`config.mk`:
```
export PLATFORM = sky130hd
export DESIGN_NAME = slotted_page_directory
export DESIGN_NICKNAME = d
export VERILOG_FILES = /design/src/rtl/spd_pkg.sv /design/src/rtl/spd_ram.sv /design/src/rtl/slotted_page_directory.sv
export SDC_FILE = /design/constraint.sdc
export NUM_CORES = 2
export LEC_CHECK = 0
export ABC_CLOCK_PERIOD_IN_PS = 5150
export BUFFER_PORTS_ARGS = -buffer_cell sky130_fd_sc_hd__buf_2
export CAP_MARGIN = 20
export CORE_MARGIN = 1.5
export CORE_UTILIZATION = 40
export CTS_CLUSTER_SIZE = 16
export DETAILED_ROUTE_END_ITERATION = 8
export PLACE_DENSITY_LB_ADDON = 0.05
export SYNTH_ARGS = -nofsm -noshare
export SYNTH_HDL_FRONTEND = slang
export SYNTH_HIERARCHICAL = 1
export SYNTH_SLANG_ARGS = --single-unit
```
`constraint.sdc`:
```
create_clock -name clk -period 5.15 [get_ports clk]
set_clock_uncertainty 0.2 [all_clocks]
set_input_delay 0.2575 -clock clk [delete_from_list [all_inputs] [get_ports clk]]
set_output_delay 0.2575 -clock clk [all_outputs]
set_load 0.02 [all_outputs]
```
`src/rtl/spd_pkg.sv`:
```
// ----------------------------------------------------------------------------
// spd_pkg
// Shared types and constants for the slotted page directory.
// ----------------------------------------------------------------------------
package spd_pkg;

    // page geometry (fixed by the 13-bit offset and length fields)
    localparam int PAGE_BYTES        = 4096;
    localparam int PAGE_HEADER_BYTES = 16;
    localparam int DIR_META_BYTES    = 2 * 2;   // slot count + free pointer, 16 bits each
    localparam int ENTRY_BYTES       = 4;
    localparam int MAX_ENTRIES       = 64;

    localparam int CMD_W  = 2;
    localparam int SLOT_W = 6;
    localparam int BYTE_W = 13;
    localparam int STAT_W = 2;

    // commands
    localparam logic [CMD_W-1:0] CMD_INSERT = 2'd0;
    localparam logic [CMD_W-1:0] CMD_REMOVE = 2'd1;
    localparam logic [CMD_W-1:0] CMD_GET    = 2'd2;
    localparam logic [CMD_W-1:0] CMD_SCAN   = 2'd3;

    // status codes
    localparam logic [STAT_W-1:0] STAT_OK       = 2'd0;
    localparam logic [STAT_W-1:0] STAT_NO_SPACE = 2'd1;
    localparam logic [STAT_W-1:0] STAT_BAD_SLOT = 2'd2;
    localparam logic [STAT_W-1:0] STAT_EMPTY    = 2'd3;

    typedef struct packed {
        logic [CMD_W-1:0]  command;
        logic [SLOT_W-1:0] slot_number;
        logic [BYTE_W-1:0] record_length;
    } spd_cmd_t;

    typedef struct packed {
        logic [STAT_W-1:0] status;
        logic [SLOT_W-1:0] slot_out;
        logic [BYTE_W-1:0] byte_offset;
        logic [BYTE_W-1:0] byte_length;
        logic              last;
    } spd_rsp_t;

endpackage

```
`src/rtl/spd_ram.sv`:
```
// ----------------------------------------------------------------------------
// spd_ram
// Generic single-write, single-read RAM with registered read data.
// ----------------------------------------------------------------------------
module spd_ram #(
    parameter int WIDTH = 13,
    parameter int DEPTH = 64,
    localparam int AW   = (DEPTH > 1) ? $clog2(DEPTH) : 1
) (
    input  logic             clk,
    input  logic             we,
    input  logic [AW-1:0]    waddr,
    input  logic [WIDTH-1:0] wdata,
    input  logic             re,
    input  logic [AW-1:0]    raddr,
    output logic [WIDTH-1:0] rdata
);

    logic [WIDTH-1:0] mem [DEPTH];
    logic [WIDTH-1:0] rdata_reg;

    always_ff @(posedge clk)
    begin
        if (we)
        begin
            mem[waddr] <= wdata;
        end
        if (re)
        begin
            rdata_reg <= mem[raddr];
        end
    end

    assign rdata = rdata_reg;

endmodule

```
`src/rtl/slotted_page_directory.sv`:
```
// ----------------------------------------------------------------------------
// slotted_page_directory
// Slot directory of one database page: insert, remove, get and scan.
// ----------------------------------------------------------------------------
// Slot offsets and lengths live in two RAMs of SLOT_DEPTH words; slot count
// and free pointer are registers. One command word is taken at a time.
// Remove answers through the send state; get reads both RAMs and builds its
// result word in the get state. Insert and scan walk the length RAM one slot
// per cycle while the output is not stalled (insert stops early at the first
// zero-length slot). A scan gives one word per live slot, or one empty word
// when none is live, and stalls when the output is not taken. A failed gap
// check on insert answers from the send state without a walk. The RAMs need
// no init pass after reset: only slots below the slot count are ever read.
module slotted_page_directory
    import spd_pkg::*;
#(
    parameter int SLOT_DEPTH = spd_pkg::MAX_ENTRIES
) (
    input  logic     clk,
    input  logic     rst_n,
    input  logic     cmd_valid,
    output logic     cmd_ready,
    input  spd_cmd_t cmd,
    output logic     rsp_valid,
    input  logic     rsp_ready,
    output spd_rsp_t rsp
);

    localparam int CNT_W  = $clog2(SLOT_DEPTH + 1);
    localparam int IDX_W  = (SLOT_DEPTH > 1) ? $clog2(SLOT_DEPTH) : 1;
    localparam int CMP_W  = (CNT_W > SLOT_W) ? CNT_W : SLOT_W;
    localparam int SUM_W  = (CNT_W + 3 > BYTE_W + 1) ? CNT_W + 3 : BYTE_W + 1;
    // page header and directory meta plus room for one more entry
    localparam int DIR_BASE = PAGE_HEADER_BYTES + DIR_META_BYTES + ENTRY_BYTES;

    localparam logic [1:0] ST_IDLE = 2'd0;
    localparam logic [1:0] ST_WALK = 2'd1;
    localparam logic [1:0] ST_GET  = 2'd2;
    localparam logic [1:0] ST_SEND = 2'd3;

    logic [1:0]        state_reg, state_next;
    logic [CNT_W-1:0]  count_reg, count_next;
    logic [BYTE_W-1:0] free_start_reg, free_start_next;
    logic              out_valid_reg, out_valid_next;
    logic              chk_vld_reg, chk_vld_next;
    logic              pend_vld_reg, pend_vld_next;

    logic [CMD_W-1:0]  op_reg, op_next;
    logic [CNT_W-1:0]  rd_idx_reg, rd_idx_next;
    logic [IDX_W-1:0]  chk_idx_reg, chk_idx_next;
    logic [BYTE_W-1:0] off_reg, off_next;
    logic [BYTE_W-1:0] len_reg, len_next;
    spd_rsp_t          res_reg, res_next;
    spd_rsp_t          pend_reg, pend_next;
    spd_rsp_t          out_reg, out_next;

    // RAM ports
    logic              ram_re;
    logic [IDX_W-1:0]  ram_raddr;
    logic              off_we, len_we;
    logic [IDX_W-1:0]  ram_waddr;
    logic [BYTE_W-1:0] off_wdata, len_wdata;
    logic [BYTE_W-1:0] off_rdata, len_rdata;

    logic              out_free;
    logic [SUM_W-1:0]  need, fs_ext, gap;
    logic              gap_fail;
    logic [CMP_W-1:0]  sn_ext;
    logic              bad_slot;
    logic [IDX_W-1:0]  sn_idx;
    logic              issue, walk_done, chk_free, chk_live;

    spd_ram #(.WIDTH(BYTE_W), .DEPTH(SLOT_DEPTH)) u_off_ram (
        .clk   (clk),
        .we    (off_we),
        .waddr (ram_waddr),
        .wdata (off_wdata),
        .re    (ram_re),
        .raddr (ram_raddr),
        .rdata (off_rdata)
    );

    spd_ram #(.WIDTH(BYTE_W), .DEPTH(SLOT_DEPTH)) u_len_ram (
        .clk   (clk),
        .we    (len_we),
        .waddr (ram_waddr),
        .wdata (len_wdata),
        .re    (ram_re),
        .raddr (ram_raddr),
        .rdata (len_rdata)
    );

    assign out_free  = !out_valid_reg || rsp_ready;
    assign cmd_ready = (state_reg == ST_IDLE);
    assign rsp_valid = out_valid_reg;
    assign rsp       = out_reg;

    // free gap check, a negative gap fails too
    assign need     = SUM_W'(DIR_BASE) + (SUM_W'(count_reg) << 2);
    assign fs_ext   = SUM_W'(free_start_reg);
    assign gap      = fs_ext - need;
    assign gap_fail = (fs_ext < need) || (gap < SUM_W'(cmd.record_length));

    assign sn_ext   = CMP_W'(cmd.slot_number);
    assign bad_slot = sn_ext >= CMP_W'(count_reg);
    assign sn_idx   = IDX_W'(sn_ext);

    assign issue     = rd_idx_reg < count_reg;
    assign walk_done = !issue && !chk_vld_reg;
    assign chk_free  = chk_vld_reg && (len_rdata == '0);
    assign chk_live  = chk_vld_reg && (len_rdata != '0);

    always_comb
    begin
        state_next      = state_reg;
        count_next      = count_reg;
        free_start_next = free_start_reg;
        out_valid_next  = out_valid_reg && !rsp_ready;
        chk_vld_next    = chk_vld_reg;
        pend_vld_next   = pend_vld_reg;
        op_next         = op_reg;
        rd_idx_next     = rd_idx_reg;
        chk_idx_next    = chk_idx_reg;
        off_next        = off_reg;
        len_next        = len_reg;
        res_next        = res_reg;
        pend_next       = pend_reg;
        out_next        = out_reg;

        ram_re    = 1'b0;
        ram_raddr = rd_idx_reg[IDX_W-1:0];
        off_we    = 1'b0;
        len_we    = 1'b0;
        ram_waddr = chk_idx_reg;
        off_wdata = off_reg;
        len_wdata = len_reg;

        unique case (state_reg)
            ST_IDLE:
            begin
                if (cmd_valid)
                begin
                    op_next      = cmd.command;
                    rd_idx_next  = '0;
                    chk_vld_next = 1'b0;
                    pend_vld_next = 1'b0;
                    res_next     = '{status: STAT_BAD_SLOT, slot_out: '0,
                                     byte_offset: '0, byte_length: '0, last: 1'b1};
                    unique case (cmd.command)
                        CMD_INSERT:
                        begin
                            if (gap_fail)
                            begin
                                res_next.status = STAT_NO_SPACE;
                                state_next      = ST_SEND;
                            end
                            else
                            begin
                                off_next   = free_start_reg - cmd.record_length;
                                len_next   = cmd.record_length;
                                state_next = ST_WALK;
                            end
                        end
                        CMD_REMOVE:
                        begin
                            if (!bad_slot)
                            begin
                                len_we            = 1'b1;
                                ram_waddr         = sn_idx;
                                len_wdata         = '0;
                                res_next.status   = STAT_OK;
                                res_next.slot_out = cmd.slot_number;
                            end
                            state_next = ST_SEND;
                        end
                        CMD_GET:
                        begin
                            if (bad_slot)
                            begin
                                state_next = ST_SEND;
                            end
                            else
                            begin
                                ram_re       = 1'b1;
                                ram_raddr    = sn_idx;
                                chk_idx_next = sn_idx;
                                state_next   = ST_GET;
                            end
                        end
                        CMD_SCAN:
                        begin
                            state_next = ST_WALK;
                        end
                        default:
                        begin
                            state_next = ST_IDLE;
                        end
                    endcase
                end
            end

            ST_GET:
            begin
                if (out_free)
                begin
                    out_valid_next = 1'b1;
                    out_next       = '{status: STAT_OK, slot_out: SLOT_W'(chk_idx_reg),
                                       byte_offset: off_rdata, byte_length: len_rdata,
                                       last: 1'b1};
                    if (len_rdata == '0)
                    begin
                        out_next.status      = STAT_EMPTY;
                        out_next.byte_offset = '0;
                    end
                    state_next = ST_IDLE;
                end
            end

            ST_SEND:
            begin
                if (out_free)
                begin
                    out_valid_next = 1'b1;
                    out_next       = res_reg;
                    state_next     = ST_IDLE;
                end
            end

            ST_WALK:
            begin
                if (op_reg == CMD_INSERT)
                begin
                    if (chk_free || walk_done)
                    begin
                        if (out_free)
                        begin
                            out_valid_next = 1'b1;
                            state_next     = ST_IDLE;
                            out_next       = '{status: STAT_OK, slot_out: '0,
                                               byte_offset: off_reg, byte_length: len_reg,
                                               last: 1'b1};
                            if (chk_free)
                            begin
                                // reuse first empty slot
                                off_we            = 1'b1;
                                len_we            = 1'b1;
                                free_start_next   = off_reg;
                                out_next.slot_out = SLOT_W'(chk_idx_reg);
                            end
                            else if (count_reg == CNT_W'(SLOT_DEPTH))
                            begin
                                out_next.status      = STAT_NO_SPACE;
                                out_next.byte_offset = '0;
                                out_next.byte_length = '0;
                            end
                            else
                            begin
                                // append
                                off_we            = 1'b1;
                                len_we            = 1'b1;
                                ram_waddr         = count_reg[IDX_W-1:0];
                                free_start_next   = off_reg;
                                count_next        = CNT_W'(count_reg + 1'b1);
                                out_next.slot_out = SLOT_W'(count_reg);
                            end
                        end
                    end
                    else
                    begin
                        ram_re       = issue;
                        rd_idx_next  = CNT_W'(rd_idx_reg + issue);
                        chk_vld_next = issue;
                        chk_idx_next = rd_idx_reg[IDX_W-1:0];
                    end
                end
                else
                begin
                    // scan: hold one live slot back so the final one can carry last
                    if (walk_done)
                    begin
                        if (out_free)
                        begin
                            out_valid_next = 1'b1;
                            state_next     = ST_IDLE;
                            if (pend_vld_reg)
                            begin
                                out_next      = pend_reg;
                                out_next.last = 1'b1;
                            end
                            else
                            begin
                                out_next = '{status: STAT_EMPTY, slot_out: '0,
                                             byte_offset: '0, byte_length: '0, last: 1'b1};
                            end
                        end
                    end
                    else if (!(chk_live && pend_vld_reg && !out_free))
                    begin
                        if (chk_live)
                        begin
                            if (pend_vld_reg)
                            begin
                                out_valid_next = 1'b1;
                                out_next       = pend_reg;
                            end
                            pend_vld_next = 1'b1;
                            pend_next     = '{status: STAT_OK,
                                              slot_out: SLOT_W'(chk_idx_reg),
                                              byte_offset: off_rdata,
                                              byte_length: len_rdata, last: 1'b0};
                        end
                        ram_re       = issue;
                        rd_idx_next  = CNT_W'(rd_idx_reg + issue);
                        chk_vld_next = issue;
                        chk_idx_next = rd_idx_reg[IDX_W-1:0];
                    end
                end
            end

            default:
            begin
                state_next = ST_IDLE;
            end
        endcase
    end

    always_ff @(posedge clk or negedge rst_n)
    begin
        if (!rst_n)
        begin
            state_reg      <= ST_IDLE;
            count_reg      <= '0;
            free_start_reg <= BYTE_W'(PAGE_BYTES);
            out_valid_reg  <= 1'b0;
            chk_vld_reg    <= 1'b0;
            pend_vld_reg   <= 1'b0;
        end
        else
        begin
            state_reg      <= state_next;
            count_reg      <= count_next;
            free_start_reg <= free_start_next;
            out_valid_reg  <= out_valid_next;
            chk_vld_reg    <= chk_vld_next;
            pend_vld_reg   <= pend_vld_next;
        end
    end

    always_ff @(posedge clk)
    begin
        op_reg      <= op_next;
        rd_idx_reg  <= rd_idx_next;
        chk_idx_reg <= chk_idx_next;
        off_reg     <= off_next;
        len_reg     <= len_next;
        res_reg     <= res_next;
        pend_reg    <= pend_next;
        out_reg     <= out_next;
    end

endmodule

```
==> impl_metrics.yaml <==
outcome:
  run_status: "finished clean"
critical_path:
  cp-start-kind: "register"
  worstSetupStartpoint: "count_reg[1]"
  cp_max_fo: 17
  r2r_start: "count_reg[1]"
  cp.required_ps: 5490
  endpoint_kind: "register"
  critPathKind: "register to register"
  arrival_ps: 5350
  rrSetupSlack_ps: 150
  rr_worst_depth: 11
floorplan:
  die_h_um: 430
  initial_utilization_pct: 40.3
  die_area_um2: 185000
  io_pins: 62
  core_um2: 181000
  rows: 156
  fp.dieW_um: 430
sta:
  min_period_ps: 5000
  hold_viol: 0
  rsz0062_at_grt: "true"
  setup_viol: 0
  worst_slack_ps: 146
  fmax_ghz: 0.200
  max_slew_margin_pct: 29.2
  slew_viol_final: 0
  tightest_slew_ps: 1060
  fin_crit_sh_pct: 97.2
  tns_ps: 0
drt:
  via_count: 36500
  viasPerCell: 5.67
  m1WireLength_mm: 87.9
  ant_nets: 0
  drc: 0
  drt_iter0_markers: 3176
  wl_met2_mm: 101
  finalWirelength_mm: 204
  top_layer: "met5"
  wl_per_cell_um: 31.8
  dr.pass1.iters: 7
  route.met3.wl_mm: 10.1
synthesis:
  synth_edf_count: 1806
  synthCells: 3493
  ys_seq_area_share_pct: 75.3
  synth_area_um2: 72800
  synth.avg_cell_area_um2: 20.9
  synth_nets: 3574
  synth_area_leaders: "edfxtp_1 (74%), mux4_2 (13%), mux2i_1 (1.0%)"
  synth_ff_type: "edfxtp_1"
  synth_top_area_share_pct: 74.4
  yosysUniqueCellTypes: 76
  yosys.area.top_type: "edfxtp_1"
  yosys_warnings: 6
  ys_ff_latch: 1831
  async_flop_share_pct: 1.37
global_route:
  antenna_found_initial: 6
  grt_max_degree: 67
  grt-ovfl-total: 0
  grt_pass1_vias: 38000
  grt_usage_pct: 22.2
  grt_first_pass_wirelength_mm: 290
clock_tree:
  clkTransAtPathRegs_ps: 60
  cts_made_buffers: 193
  root_buffer: "clkbuf_16"
  cts_tree: "built"
  worstSkewPairLatency_ps: 850
  cts_max_level: 4
  cts_num_sinks: 1831
  clockBufferDepth: 3
  post_cts_buffers: 0
flow_run:
  maxCapViolCount: 0
power:
  power_density_nw_per_um2: 549
  finalPower_mw: 46.3
  leakage_nw: 27.1
  vdd_drop_max_v: 0.000333
cells_and_area:
  drive_above_1_share_pct: 29.1
  nets: 3979
  syn_to_final_growth_pct: 15.9
hold_path:
  whs_path_depth: 2
  hp-class: "primary input to register"
  hp-start: "cmd[11]"
placed_design:
  portBuffers: 61
  post-dp-hpwl_mm: 130
  dp_slack_ps: -137
  gp_congestion: 0.860
[critical path, cell delays in order, from the launching register on]
cell	delay, ps
dfrtp_1	470
inv_1	200
ha_1	240
a211oi_1	210
a21oi_1	120
o21ai_2	190
and3_2	430
buf_4	220
mux2_4	470
nand3b_1	720
o221ai_1	1030
o31ai_1	160
[synthesized netlist by cell type, types with 8 or more instances]
master / n
edfxtp_1: 1806
mux4_2: 431
nor2_1: 195
mux2i_1: 75
clkbuf_1: 64
buf_2: 62
nor2b_1: 57
ha_1: 54
inv_1: 54
nand2_1: 52
mux2_2: 51
a21oi_1: 42
o21ai_0: 37
a211oi_1: 36
buf_4: 32
nand3_1: 32
o22ai_1: 30
o221ai_1: 29
dfrtp_1: 24
xnor2_1: 23
o31ai_1: 21
and2_1: 19
a221o_1: 18
buf_6: 16
nand3b_1: 15
nand2b_1: 14
a222oi_1: 13
a22oi_1: 12
and3_1: 12
buf_1: 11
a2111o_1: 10
nand4_1: 9
o21a_1: 9
a221oi_1: 8
mux2_4: 8
nor3_1: 8
xor2_1: 8
[cell type report]
| type | count | area (um^2) |
|---|---|---|
| Sequential cell | 1831 | 54900 |
| Timing Repair Buffer | 394 | 3250 |
| Tap cell | 2370 | 2970 |
| Antenna cell | 5 | 12.5 |
| Inverter | 56 | 210 |
| Fill cell | 15000 | 96300 |
| Multi-Input combinational cell | 1422 | 17000 |
| Clock inverter | 112 | 1090 |
| Clock buffer | 242 | 5050 |
[metal layers]
layer | GRT usage (%) | up-vias
li1 | - | 15400
met1 | 30.7 | 19800
met2 | 36.6 | 1019
met3 | 3.16 | 272
met4 | 6.41 | 2
met5 | 0 | -
[cells in the final DEF (no fill, tap or decap), types with 52 or more instances in the layout]
cell type	netlist	final
clkbuf_16	0	194
buf_2	62	62
nor2b_1	57	57
buf_4	32	267
mux4_2	431	431
nand2_1	52	52
nor2_1	195	194
mux2i_1	75	74
ha_1	54	54
inv_1	54	54
edfxtp_1	1806	1806
[worst paths after layout]
check / to
worst min register to register: pend_reg[14]
worst max register to register: u_len_ram/rdata[7]
min in group asynchronous: free_start_reg[12]
worst max-delay path: u_len_ram/rdata[7]
max in group asynchronous: free_start_reg[6]
worst min-delay path: len_reg[11]
[metrics by stage]
| step | hold slack, ps | util, % | area, um^2 | std cells |
|---|---|---|---|---|
| 2_1_floorplan | -238 | - | 72800 | 3493 |
| 6_report | 72.5 | 46.7 | 84400 | 6432 |
| 5_1_grt | 34.5 | 46.7 | 84400 | 6428 |
| 3_3_place_gp | 129 | 43.0 | 77700 | 6028 |
| 3_5_place_dp | 146 | 43.0 | 77800 | 6034 |
| 4_1_cts | 1.51 | 46.6 | 84300 | 6424 |
[logic make-up (layout without fill, tap and decap cells)]
| group | after synthesis | after routing | synth area share (%) |
|---|---|---|---|
| buf+inv | 241 | 804 | 1.68 |
| fa+ha+maj | 56 | 56 | 0.982 |
| simple gates | 451 | 451 | 3.15 |
| other cells | 0 | 5 | 0 |
| compound gates | 318 | 318 | 3.20 |
| xor+xnor | 31 | 31 | 0.373 |
| mux | 565 | 566 | 15.3 |
| flops | 1831 | 1831 | 75.3 |
[timing repair]
item,CTS,global route
pin swaps,0,0
hold buffers,36,0
gates cloned,0,1
resized for setup,2,10
setup endpoints to repair,3,43
hold endpoints to repair,95,0
[power breakdown]
| part | internal [mW] | switching [mW] |
|---|---|---|
| Clock | 7.77 | 5.80 |
| Combinational | 6.01 | 8.82 |
| Sequential | 17.4 | 0.553 |
| Total | 31.1 | 15.2 |
Note: power is estimated with default switching activity, not from simulation.
